File: src/hdl/ssrg_pkg.sv
// ----------------------------------------------------------------------------
// ssrg_pkg
// Types, codes and constants shared by the servo ramp generator modules.
// ----------------------------------------------------------------------------
package ssrg_pkg;

   localparam int NUM_SERVOS_DEF = 6;
   localparam int GROUP_SIZE_DEF = 4;
   localparam int GROUP_LANES    = 4;   // group targets carried by one request
   localparam int MAX_SERVOS     = 16;

   localparam logic [7:0]  ANGLE_FULL = 8'd180;

   localparam logic [7:0]  STEP_SIZE_RST = 8'd5;
   localparam logic [11:0] PULSE_MIN_RST = 12'd150;
   localparam logic [11:0] PULSE_MAX_RST = 12'd600;

   // floor(x / 180) == (x * MAP_RECIP) >> MAP_SHIFT for every x below 2^20
   localparam int          MAP_SHIFT = 28;
   localparam logic [20:0] MAP_RECIP = 21'd1491309;

   localparam logic [7:0] RESET_ANGLES [MAX_SERVOS] = '{
      8'd0, 8'd110, 8'd145, 8'd0, 8'd0, 8'd0, 8'd0, 8'd0,
      8'd0, 8'd0,   8'd0,   8'd0, 8'd0, 8'd0, 8'd0, 8'd0
   };

   localparam int CSR_IDX_W = 2;

   typedef enum logic [CSR_IDX_W-1:0] {
      CSR_STEP_SIZE = 2'd0,
      CSR_PULSE_MIN = 2'd1,
      CSR_PULSE_MAX = 2'd2
   } csr_type;

   typedef enum logic [1:0] {
      CMD_SINGLE = 2'd0,
      CMD_GROUP  = 2'd1,
      CMD_TICK   = 2'd2
   } cmd_type;

   typedef struct packed {
      logic [1:0] command;
      logic [2:0] servo_id;
      logic [7:0] target_angle;
      logic [7:0] group_target_0;
      logic [7:0] group_target_1;
      logic [7:0] group_target_2;
      logic [7:0] group_target_3;
      logic [2:0] group_count;
   } req_type;

   typedef struct packed {
      logic [2:0]  servo_index;
      logic [11:0] pulse;
      logic        ramp_done;
      logic        last;
   } rsp_type;

   function automatic logic [7:0] angle_clamp(input logic [7:0] a);
      return (a > ANGLE_FULL) ? ANGLE_FULL : a;
   endfunction

endpackage

File: src/hdl/ssrg_pulse_map.sv
// ----------------------------------------------------------------------------
// ssrg_pulse_map
// Shared angle to pulse mapper: pulse_min + angle*(pulse_max-pulse_min)/180,
// quotient truncated toward zero. Three registered steps per angle.
// ----------------------------------------------------------------------------
module ssrg_pulse_map
   import ssrg_pkg::*;
(
   input  logic        clock,
   input  logic        reset,
   input  logic        start,
   input  logic [7:0]  angle,
   input  logic [11:0] pulse_min,
   input  logic [11:0] pulse_max,
   output logic        done,
   output logic [11:0] pulse
);

   logic [2:0]  valid_ff, valid_in;
   logic [7:0]  angle_ff;
   logic [19:0] prod_ff, prod_in;
   logic [11:0] quot_ff, quot_in;
   logic [11:0] pulse_ff, pulse_in;
   logic        span_neg;
   logic [11:0] span_mag;
   logic [40:0] recip_prod;

   // span sign and magnitude; the quotient is taken on the magnitude
   assign span_neg = pulse_max < pulse_min;
   assign span_mag = span_neg ? (pulse_min - pulse_max) : (pulse_max - pulse_min);

   assign prod_in    = 20'(angle_ff) * 20'(span_mag);
   assign recip_prod = 41'(prod_ff) * 41'(MAP_RECIP);
   assign quot_in    = recip_prod[MAP_SHIFT +: 12];
   assign pulse_in   = span_neg ? (pulse_min - quot_ff) : (pulse_min + quot_ff);
   assign valid_in   = {valid_ff[1:0], start};

   always_ff @(posedge clock) begin
      if (reset) begin
         valid_ff <= '0;
      end else begin
         valid_ff <= valid_in;
      end
   end

   always_ff @(posedge clock) begin
      if (start) begin
         angle_ff <= angle;
      end
      prod_ff  <= prod_in;
      quot_ff  <= quot_in;
      if (valid_ff[2]) begin
         pulse_ff <= pulse_in;
      end
   end

   assign done  = valid_ff[2];
   assign pulse = pulse_ff;

endmodule

File: src/hdl/servo_stepped_ramp_generator_unit.sv
// ----------------------------------------------------------------------------
// servo_stepped_ramp_generator_unit
// Move and move-group requests finish on acceptance. A tick with k servos
// ramping stalls requests until its k results are issued; each pulse passes
// through the one shared three-step mapper, then waits for a free output.
// Synchronous reset: angles return to their power-up values, no ramp active,
// registers to their defaults.
// ----------------------------------------------------------------------------
module servo_stepped_ramp_generator_unit
   import ssrg_pkg::*;
#(
   parameter int NUM_SERVOS = NUM_SERVOS_DEF,
   parameter int GROUP_SIZE = GROUP_SIZE_DEF
)
(
   input  logic                 clock,
   input  logic                 reset,
   input  logic                 req_valid,
   output logic                 req_stall,
   input  req_type              req_data,
   output logic                 rsp_valid,
   input  logic                 rsp_stall,
   output rsp_type              rsp_data,
   input  logic                 csr_wr_en,
   input  logic [CSR_IDX_W-1:0] csr_index,
   input  logic [11:0]          csr_wdata
);

   localparam int IDX_W   = (NUM_SERVOS > 1) ? $clog2(NUM_SERVOS) : 1;
   localparam int GRP_A   = (GROUP_SIZE < GROUP_LANES) ? GROUP_SIZE : GROUP_LANES;
   localparam int GRP_MAX = (GRP_A < NUM_SERVOS) ? GRP_A : NUM_SERVOS;

   typedef enum logic [1:0] {
      ST_IDLE,
      ST_PICK,
      ST_MAP,
      ST_LOAD
   } state_type;

   state_type             state_ff, state_in;
   logic [7:0]            step_ff;
   logic [11:0]           pmin_ff, pmax_ff;
   logic [7:0]            cur_ff   [NUM_SERVOS];
   logic [7:0]            start_ff [NUM_SERVOS];
   logic [7:0]            goal_ff  [NUM_SERVOS];
   logic [NUM_SERVOS-1:0] mask_ff, mask_in;
   logic [NUM_SERVOS-1:0] rem_ff, rem_in;
   logic [7:0]            trav_ff, trav_in;
   logic                  done_ff, done_in;
   logic [IDX_W-1:0]      idx_ff, idx_in;
   logic                  last_ff, last_in;
   logic                  rsp_valid_ff, rsp_valid_in;
   rsp_type               rsp_data_ff;

   logic                  req_acc, out_free, single_wr, group_wr, fin_wr, load_rsp;
   logic [IDX_W+2:0]      id_wide;
   logic [IDX_W-1:0]      id_idx;
   logic                  id_ok;
   logic [NUM_SERVOS-1:0] id_oh, grp_member, sel_oh;
   logic [7:0]            tgt, cur_at_id;
   logic [7:0]            grp4 [GROUP_LANES];
   logic [7:0]            grp_ext [NUM_SERVOS];
   logic                  grp_any;
   logic [7:0]            step_eff, t_sat;
   logic [8:0]            t_sum;
   logic [7:0]            ramp_len [NUM_SERVOS];
   logic                  fin_all;
   logic [IDX_W-1:0]      sel;
   logic [7:0]            sel_dist, sel_tr, sel_ang;
   logic                  map_start, map_done;
   logic [11:0]           map_pulse;
   logic [IDX_W+2:0]      idx_wide;

   assign req_acc   = req_valid && !req_stall;
   assign req_stall = state_ff != ST_IDLE;
   assign out_free  = !rsp_valid_ff || !rsp_stall;

   // ---- request decode ------------------------------------------------------
   assign id_wide = {IDX_W'(0), req_data.servo_id};
   assign id_idx  = id_wide[IDX_W-1:0];
   assign id_ok   = 32'(req_data.servo_id) < NUM_SERVOS;
   assign tgt     = angle_clamp(req_data.target_angle);

   assign grp4[0] = req_data.group_target_0;
   assign grp4[1] = req_data.group_target_1;
   assign grp4[2] = req_data.group_target_2;
   assign grp4[3] = req_data.group_target_3;

   for (genvar g = 0; g < NUM_SERVOS; g++) begin : g_grp
      if (g < GRP_MAX) begin : g_lane
         assign grp_ext[g] = angle_clamp(grp4[g]);
      end else begin : g_none
         assign grp_ext[g] = '0;
      end
   end

   always_comb begin
      cur_at_id = '0;
      grp_any   = 1'b0;
      for (int i = 0; i < NUM_SERVOS; i++) begin
         id_oh[i]      = id_ok && (id_idx == IDX_W'(i));
         grp_member[i] = (i < GRP_MAX) && (i < 32'(req_data.group_count));
         if (id_oh[i]) begin
            cur_at_id = cur_ff[i];
         end
         if (grp_member[i] && (grp_ext[i] != cur_ff[i])) begin
            grp_any = 1'b1;
         end
      end
   end

   // ---- tick: travel and arrival check --------------------------------------
   assign step_eff = (step_ff == '0) ? 8'd1 : step_ff;
   assign t_sum    = {1'b0, trav_ff} + {1'b0, step_eff};
   assign t_sat    = (t_sum > {1'b0, ANGLE_FULL}) ? ANGLE_FULL : t_sum[7:0];

   always_comb begin
      fin_all = 1'b1;
      for (int i = 0; i < NUM_SERVOS; i++) begin
         ramp_len[i] = (goal_ff[i] >= start_ff[i]) ? (goal_ff[i] - start_ff[i])
                                                  : (start_ff[i] - goal_ff[i]);
         if (mask_ff[i] && (t_sat < ramp_len[i])) begin
            fin_all = 1'b0;
         end
      end
   end

   // ---- next servo of the tick, lowest index first ---------------------------
   always_comb begin
      sel = '0;
      for (int i = NUM_SERVOS - 1; i >= 0; i--) begin
         if (rem_ff[i]) begin
            sel = IDX_W'(i);
         end
      end
      for (int i = 0; i < NUM_SERVOS; i++) begin
         sel_oh[i] = rem_ff[i] && (sel == IDX_W'(i));
      end
   end

   assign sel_dist = ramp_len[sel];
   assign sel_tr   = (trav_ff < sel_dist) ? trav_ff : sel_dist;
   assign sel_ang  = (goal_ff[sel] >= start_ff[sel]) ? (start_ff[sel] + sel_tr)
                                                      : (start_ff[sel] - sel_tr);
   assign map_start = (state_ff == ST_PICK) && (rem_ff != '0);

   ssrg_pulse_map u_map (
      .clock     (clock),
      .reset     (reset),
      .start     (map_start),
      .angle     (sel_ang),
      .pulse_min (pmin_ff),
      .pulse_max (pmax_ff),
      .done      (map_done),
      .pulse     (map_pulse)
   );

   // ---- sequencer -----------------------------------------------------------
   always_comb begin
      state_in     = state_ff;
      mask_in      = mask_ff;
      rem_in       = rem_ff;
      trav_in      = trav_ff;
      done_in      = done_ff;
      idx_in       = idx_ff;
      last_in      = last_ff;
      rsp_valid_in = rsp_valid_ff && rsp_stall;
      single_wr    = 1'b0;
      group_wr     = 1'b0;
      fin_wr       = 1'b0;
      load_rsp     = 1'b0;
      unique case (state_ff)
         ST_IDLE: begin
            if (req_acc) begin
               unique case (req_data.command)
                  CMD_SINGLE: begin
                     if (mask_ff == '0 && id_ok && tgt != cur_at_id) begin
                        mask_in   = id_oh;
                        trav_in   = '0;
                        single_wr = 1'b1;
                     end
                  end
                  CMD_GROUP: begin
                     if (mask_ff == '0 && grp_any) begin
                        mask_in  = grp_member;
                        trav_in  = '0;
                        group_wr = 1'b1;
                     end
                  end
                  CMD_TICK: begin
                     if (mask_ff != '0) begin
                        trav_in  = t_sat;
                        done_in  = fin_all;
                        rem_in   = mask_ff;
                        state_in = ST_PICK;
                     end
                  end
                  default: ;
               endcase
            end
         end
         ST_PICK: begin
            if (rem_ff == '0) begin
               // all results of the tick issued; close the ramp on arrival
               if (done_ff) begin
                  fin_wr  = 1'b1;
                  mask_in = '0;
                  trav_in = '0;
               end
               state_in = ST_IDLE;
            end else begin
               rem_in   = rem_ff & ~sel_oh;
               idx_in   = sel;
               last_in  = (rem_ff & ~sel_oh) == '0;
               state_in = ST_MAP;
            end
         end
         ST_MAP: begin
            if (map_done) begin
               state_in = ST_LOAD;
            end
         end
         ST_LOAD: begin
            if (out_free) begin
               rsp_valid_in = 1'b1;
               load_rsp     = 1'b1;
               state_in     = ST_PICK;
            end
         end
         default: state_in = ST_IDLE;
      endcase
   end

   always_ff @(posedge clock) begin
      if (reset) begin
         state_ff     <= ST_IDLE;
         mask_ff      <= '0;
         rem_ff       <= '0;
         trav_ff      <= '0;
         done_ff      <= 1'b0;
         idx_ff       <= '0;
         last_ff      <= 1'b0;
         rsp_valid_ff <= 1'b0;
         for (int i = 0; i < NUM_SERVOS; i++) begin
            cur_ff[i] <= RESET_ANGLES[i];
         end
      end else begin
         state_ff     <= state_in;
         mask_ff      <= mask_in;
         rem_ff       <= rem_in;
         trav_ff      <= trav_in;
         done_ff      <= done_in;
         idx_ff       <= idx_in;
         last_ff      <= last_in;
         rsp_valid_ff <= rsp_valid_in;
         for (int i = 0; i < NUM_SERVOS; i++) begin
            if (fin_wr && mask_ff[i]) begin
               cur_ff[i] <= goal_ff[i];
            end
         end
      end
   end

   // ---- ramp end points and result register ---------------------------------
   assign idx_wide = {3'b000, idx_ff};

   always_ff @(posedge clock) begin
      for (int i = 0; i < NUM_SERVOS; i++) begin
         if (single_wr && id_oh[i]) begin
            start_ff[i] <= cur_ff[i];
            goal_ff[i]  <= tgt;
         end else if (group_wr && grp_member[i]) begin
            start_ff[i] <= cur_ff[i];
            goal_ff[i]  <= grp_ext[i];
         end
      end
      if (load_rsp) begin
         rsp_data_ff.servo_index <= idx_wide[2:0];
         rsp_data_ff.pulse       <= map_pulse;
         rsp_data_ff.ramp_done   <= done_ff;
         rsp_data_ff.last        <= last_ff;
      end
   end

   assign rsp_valid = rsp_valid_ff;
   assign rsp_data  = rsp_data_ff;

   // ---- control registers ---------------------------------------------------
   always_ff @(posedge clock) begin
      if (reset) begin
         step_ff <= STEP_SIZE_RST;
         pmin_ff <= PULSE_MIN_RST;
         pmax_ff <= PULSE_MAX_RST;
      end else if (csr_wr_en) begin
         unique case (csr_index)
            CSR_STEP_SIZE: step_ff <= csr_wdata[7:0];
            CSR_PULSE_MIN: pmin_ff <= csr_wdata;
            CSR_PULSE_MAX: pmax_ff <= csr_wdata;
            default: ;
         endcase
      end
   end

endmodule
File: config.mk
export PLATFORM = sky130hd
export DESIGN_NAME = servo_stepped_ramp_generator_unit
export DESIGN_NICKNAME = d
export VERILOG_FILES = /design/src/hdl/ssrg_pkg.sv /design/src/hdl/ssrg_pulse_map.sv /design/src/hdl/servo_stepped_ramp_generator_unit.sv
export SDC_FILE = /design/constraint.sdc
export NUM_CORES = 1
export LEC_CHECK = 0
export ABC_AREA = 1
export BUFFER_PORTS_ARGS = -buffer_cell sky130_fd_sc_hd__buf_4
export CORE_MARGIN = 2
export CORE_UTILIZATION = 35
export CTS_CLUSTER_SIZE = 24
export DETAILED_ROUTE_END_ITERATION = 16
export GPL_ROUTABILITY_DRIVEN = 0
export REMOVE_ABC_BUFFERS = 1
export SETUP_SLACK_MARGIN = 0.2
export SLEW_MARGIN = 5
export SYNTH_ARGS = -nofsm -noshare
export SYNTH_HDL_FRONTEND = slang
export SYNTH_HIERARCHICAL = 1
export SYNTH_SLANG_ARGS = --single-unit
File: constraint.sdc
create_clock -name clock -period 16.58 [get_ports clock]
set_input_delay 1.658 -clock clock [delete_from_list [all_inputs] [get_ports clock]]
set_output_delay 1.658 -clock clock [all_outputs]
set_load 0.02 [all_outputs]
==> metrics, run 1 <==
post-route setup TNS=0 ps; Synth top area share=0.176; WL per Instance=17.8 um; status=finished, final reports clean; Tot GR Track Use=0.208; Synth area leader=edfxtp_1; Post-CTS Setup Bufs=0; Unique masters post-synth=between 60 and 70; grt met3 use=0.0191; RR Startpoint=pmin_ff[1]$_SDFFE_PP1P_; Remaining Overflow, GRT=0; clk sinks=roughly 280; drt pass-1 iters=5; Most used DFF post-synth=edfxtp_1; share of cells above drive strength 1=0.0652; Final ANT Viol Nets=0; reg2reg setup slack=roughly 10,000 ps; DIE WIDTH=around 300 um; Bufs and invs on worst path=5; core area=88,000 sq um; Post-Syn Area=around 31,000 sq um; worst r2r dst=u_map/prod_ff[12]$_DFF_P_; Die Y=301 um; Synth Instances=between 4,000 and 5,000; final wirelength=~94,000 um; CP arrival=~6600 ps; min-delay worst type=flop to flop; Max Clock Freq=between 150 and 200 MHz; # setup viols final=0; register area share after synthesis=0.237; first-pass GRT wire length=about 150,000 um; via count=between 20,000 and 30,000; Critical Path RT=17,030 ps; Pins Over Slew Limit=0; initial antenna violation count=0; Buffers on Ports=85; instance count on the critical path=26; largest net degree at the start of global routing=36; DRC Markers=0; Synth top cells by count=818 x nand2_1, 729 x inv_1, 423 x ha_1; vias per cell=5.01; num rows=109; Initial Utilization=0.352; routing usage on met1=0.267; CP delay by family, top=adder cells; num ports=86; total of max-cap violations=0; Worst-Margin Slew=between 1000 and 1500 ps; normalized max-slew margin=0.150; met2 Use GR=0.360; ys async rst share=0; Setup crit start=pmin_ff[1]$_SDFFE_PP1P_; Tmin final=about 6100 ps; clock slew at reported path FFs=approximately 60 ps; Startpoint Class=flop; Worst Skew=approximately 40 ps; Critical Path Fanout Max=17; Post-CTS Resized=0; number of synthesized register bits=between 200 and 300; clock buffer depth=3; critical path type=flop to flop; antenna cell count=0; CP endpoint kind=flop; GRT Max-Usage Layer=met2; Clock Latency Late Sink=~570 ps; final hold vios=0; H-tree Lvls=2; Root Buffer=clkbuf_16; vias in the first global route=approximately 26,000; R2R depth=26; nets=about 4,800; CTS buffer count=35; RSZ-0062 raised after global routing=false; Filler cells=9,241; TritonCTS clock tree=built; DPL Wire Length=between 70,000 and 80,000 um; CP peak stage delay=around 520 ps; Final Cycle Share=0.369; Post-synth EDFFs=about 180; count leader, synth=nand2_1; yosys warns=6; hold_buf cts=0; Post-Synthesis Mean Instance Area=roughly 7.7 sq um; critical path's slowest cell=fa_1; worst setup path end=u_map/prod_ff[12]$_DFF_P_; Iteration-0 DRC Markers=approximately 2,200; die area=a little over 90,000 sq um; Layout area overhead=9.97%; Synth area leaders=edfxtp_1 18%, ha_1 17%, fa_1 13%, nand2_1 9.9%, inv_1 8.8%
==> final cells by class <==
class / instances / area, sq um / area share
flip-flops and latches: 276 / 7340 / 0.216
multi-input cells: 2913 / 20500 / 0.601
clock inverters: 25 / 283 / 0.00831
well taps: 1165 / 1460 / 0.0428
repair buffers: 96 / 721 / 0.0212
clock buffers: 38 / 908 / 0.0267
inverters: 762 / 2860 / 0.0841
==> routing by layer <==
layer | vias up | routed length [um]
met5 | - | 0
met4 | 0 | 4210
li1 | 13079 | -
met1 | 12282 | 40100
met3 | 197 | 4920
met2 | 865 | 44700
==> cell usage in the layout (no fill, tap or decap), types with 32 or more instances in the layout <==
master / instances
nand2_1: 818
inv_1: 729
ha_1: 423
nor2_1: 393
a21oi_1: 229
fa_1: 196
nand3_1: 181
edfxtp_1: 181
o21ai_0: 165
xor2_1: 106
buf_4: 96
dfxtp_1: 95
nand4_1: 49
o21ai_1: 37
clkbuf_16: 36
xnor2_1: 32
==> metrics by stage <==
| step | utilization | setup slack, ps | instances | cell area [sq um] | hold WS [ps] |
|---|---|---|---|---|---|
| finish | 0.387 | 10460 | 5275 | 34000 | 406 |
| global placement | 0.373 | 10560 | 5212 | 32800 | 389 |
| detailed placement | 0.373 | 10510 | 5212 | 32800 | 395 |
| floorplan | - | 11150 | 3951 | 30600 | 388 |
| CTS | 0.387 | 10460 | 5275 | 34000 | 405 |
| global route | 0.387 | 9950 | 5275 | 34000 | 423 |
==> cell families (layout without fill, tap and decap cells) <==
kind of cell             after synthesis  after routing  share of synthesized area
AO/OA/AOI/OAI                        592            592                      0.111
XOR/XNOR                             138            138                     0.0391
adder cells (fa/ha/maj)              619            619                      0.298
buffers and inverters                822            921                      0.102
flip-flops                           276            276                      0.237
multiplexers                           1              1                   0.000324
AND/OR/NAND/NOR                     1563           1563                      0.213
==> registers in the layout, indices dropped and copies added (netlist names), 6 cells and up <==
register        cells
mask_ff             6
pmax_ff            12
rem_ff              6
goal_ff            48
start_ff           48
cur_ff             48
rsp_data           17
trav_ff             8
u_map/quot_ff      12
step_ff             8
pmin_ff            12
u_map/angle_ff      8
u_map/prod_ff      20
u_map/pulse        12
==> worst reg2reg max path: stages (launching register included) <==
cell	delay (ps)
dfxtp_1	490
inv_1	140
fa_1	500
nand2_1	130
o21bai_2	90
nand2_1	90
nand2_2	80
a21oi_4	440
o21ai_1	200
nand2_2	180
nor2_1	80
fa_1	510
inv_1	60
fa_1	520
inv_1	50
fa_1	500
inv_1	60
fa_1	470
inv_1	40
ha_1	320
a21oi_1	180
a21boi_0	400
o21ai_0	190
nand3_1	120
nand2_1	50
nand2_1	50
nand2_1	50
==> worst min path at each step <==
stage                            startpoint                            to  slack, ps  depth (start not counted)
3_3_place_gp   u_map/valid_ff[0]$_SDFF_PP0_  u_map/valid_ff[1]$_SDFF_PP0_        390                          2
2_1_floorplan  u_map/valid_ff[0]$_SDFF_PP0_  u_map/valid_ff[1]$_SDFF_PP0_        390                          2
3_5_place_dp   u_map/valid_ff[0]$_SDFF_PP0_  u_map/valid_ff[1]$_SDFF_PP0_        390                          2
6_report       u_map/valid_ff[0]$_SDFF_PP0_  u_map/valid_ff[1]$_SDFF_PP0_        410                          2
4_1_cts        u_map/valid_ff[0]$_SDFF_PP0_  u_map/valid_ff[1]$_SDFF_PP0_        410                          2
5_1_grt            u_map/pulse[7]$_DFFE_PP_         rsp_data[9]$_DFFE_PP_        420                          0
Power of run 1 is left out: the tool's default activity adds up to more than one toggle a clock period on the data nets, which glitch-free logic cannot reach.
==> run 2: changes to the inputs <==
==> constraint.sdc (replaced) <==
create_clock -name clock -period 6.1 [get_ports clock]
set_input_delay 0.61 -clock clock [delete_from_list [all_inputs] [get_ports clock]]
set_output_delay 0.61 -clock clock [all_outputs]
set_load 0.02 [all_outputs]
==> run 2 against run 1 <==
Compared with the run above: hold slack worse by 110 ps; setup slack worse by 10000 ps; routed wire length rose by 0.35%; sequential share of layout area decreased by 0.10 points; die area is the same; maximum frequency rose by 8.2%; critical path depth is 6 lower; final cell count grew 0.25%; cell area is 0.50% higher; non-clock buffer count grew 16; clock-buffer cell count grew 4.
==> metrics, run 2 (synthesis gave the netlist of run 1 again) <==
status=finished, final reports clean; Worst-Margin Slew=approximately 1300 ps; met2 Use GR=0.360; commonest non-fill, non-tap cell in the layout=nand2_1; sequential cell area=7340 sq um; TritonCTS clock tree=built; DIE WIDTH=approximately 300 um; Root Buffer=clkbuf_16; Pins Over Slew Limit=0; Clock Latency Late Sink=560 ps; clock slew at reported path FFs=approximately 60 ps; Filler cells=a little over 9,000; CP delay by family, top=adder cells; final hold vios=0; num ports=86; clk sinks=276; hold_buf cts=0; Layout area overhead=10.5%; CP arrival=between 6000 and 7000 ps; H-tree Lvls=2; antenna cell count=0; die area=approximately 91,000 sq um; critical path's slowest cell=fa_1; CTS buffer count=35; WL per Instance=roughly 18 um; Worst Skew=approximately 35 ps; post-route setup TNS=0 ps; CP peak stage delay=roughly 550 ps; DRC Markers=0; routing usage on met1=0.268; clock buffer depth=3; Tot GR Track Use=0.209; nets=4,786; Iteration-0 DRC Markers=about 2,000; CP endpoint kind=flop; initial antenna violation count=0; core area=88,000 sq um; final wirelength=94,300 um; area of the multi-input gates=slightly above 20,000 sq um; cell chain of the critical path=ha_1 -> inv_1 -> fa_1 -> inv_1 -> fa_1 -> inv_1 -> fa_1 -> inv_1 -> fa_1 -> inv_1 -> fa_1 -> fa_1 -> inv_1 -> ha_1 -> nand2_1 -> o21ai_0 -> a21oi_1 -> o21a_1 -> nand3_1 -> nand2_1; Critical Path Fanout Max=4; drt pass-1 iters=6; DPL Wire Length=between 70,000 and 80,000 um; Final ANT Viol Nets=0; Initial Utilization=0.352; RSZ-0062 raised after global routing=false; share of cells above drive strength 1=0.0757; Final Cycle Share=0.927; most frequent cells in the layout=812 x nand2_1, 726 x inv_1, 416 x ha_1; first-pass GRT wire length=around 150,000 um; largest net degree at the start of global routing=45; Buffers on Ports=85; Die Y=~300 um; Remaining Overflow, GRT=0; num rows=109; Bufs and invs on worst path=6; Critical Path RT=roughly 6500 ps; Max Clock Freq=approximately 180 MHz; via count=26,564; grt met3 use=0.0183; vias per cell=5.02; vias in the first global route=approximately 26,000; min-delay worst type=primary input to flop; total of max-cap violations=0; Startpoint Class=flop; # setup viols final=0; GRT Max-Usage Layer=met2; critical path type=flop to flop; Tmin final=between 5000 and 6000 ps; normalized max-slew margin=0.153; largest registers=cur_ff: 48 flops, goal_ff: 48 flops, start_ff: 48 flops
[run 2: path summary, 6_finish.rpt]
kind / end / cells after the start / slack [ps] / from
worst max-delay path: u_map/quot_ff[5]$_DFF_P_ / 20 / 440 / u_map/prod_ff[17]$_DFF_P_
worst min-delay path: pmax_ff[9]$_SDFFE_PP1P_ / 3 / 300 / csr_wdata[9]
worst min register to register: u_map/valid_ff[1]$_SDFF_PP0_ / 2 / 400 / u_map/valid_ff[0]$_SDFF_PP0_
worst max register to register: u_map/quot_ff[5]$_DFF_P_ / 20 / 440 / u_map/prod_ff[17]$_DFF_P_
[run 2: repair_timing]
item | CTS | global route
setup buffers | 0 | 8
resized for setup | 0 | 44
setup endpoints to repair | 0 | 21
[run 2: final cells by class]
cell class / count / share of cell area
Inverter: 762 / 0.0837
Clock buffer: 42 / 0.0279
Tap cell: 1165 / 0.0426
Sequential cell: 276 / 0.215
Clock inverter: 18 / 0.00472
Multi-Input combinational cell: 2913 / 0.602
Timing Repair Buffer: 112 / 0.0247
[run 2: metrics by stage]
step | cells | setup WS, ps | util | area, sq um | hold slack [ps]
final | 5288 | 444 | 0.389 | 34200 | 299
after CTS | 5280 | 243 | 0.387 | 34000 | 274
after global placement | 5220 | 372 | 0.374 | 32900 | 389
after detailed placement | 5220 | 295 | 0.374 | 32900 | 394
after global routing | 5288 | 202 | 0.389 | 34200 | 296
after floorplan | 3951 | 670 | - | 30600 | 388
[run 2: worst min-delay path, cell delays in order]
cell and delay [ps]:
buf_4 100, nand2_1 50, nand3_1 50
[run 2: layer usage]
layer,routed length [um],share of wire,up-vias
met5,0,0,-
met4,4130,0.044,0
met3,4660,0.049,181
met2,45200,0.48,809
met1,40300,0.43,12447
li1,-,-,13127
Power of run 2 is left out for the same reason.
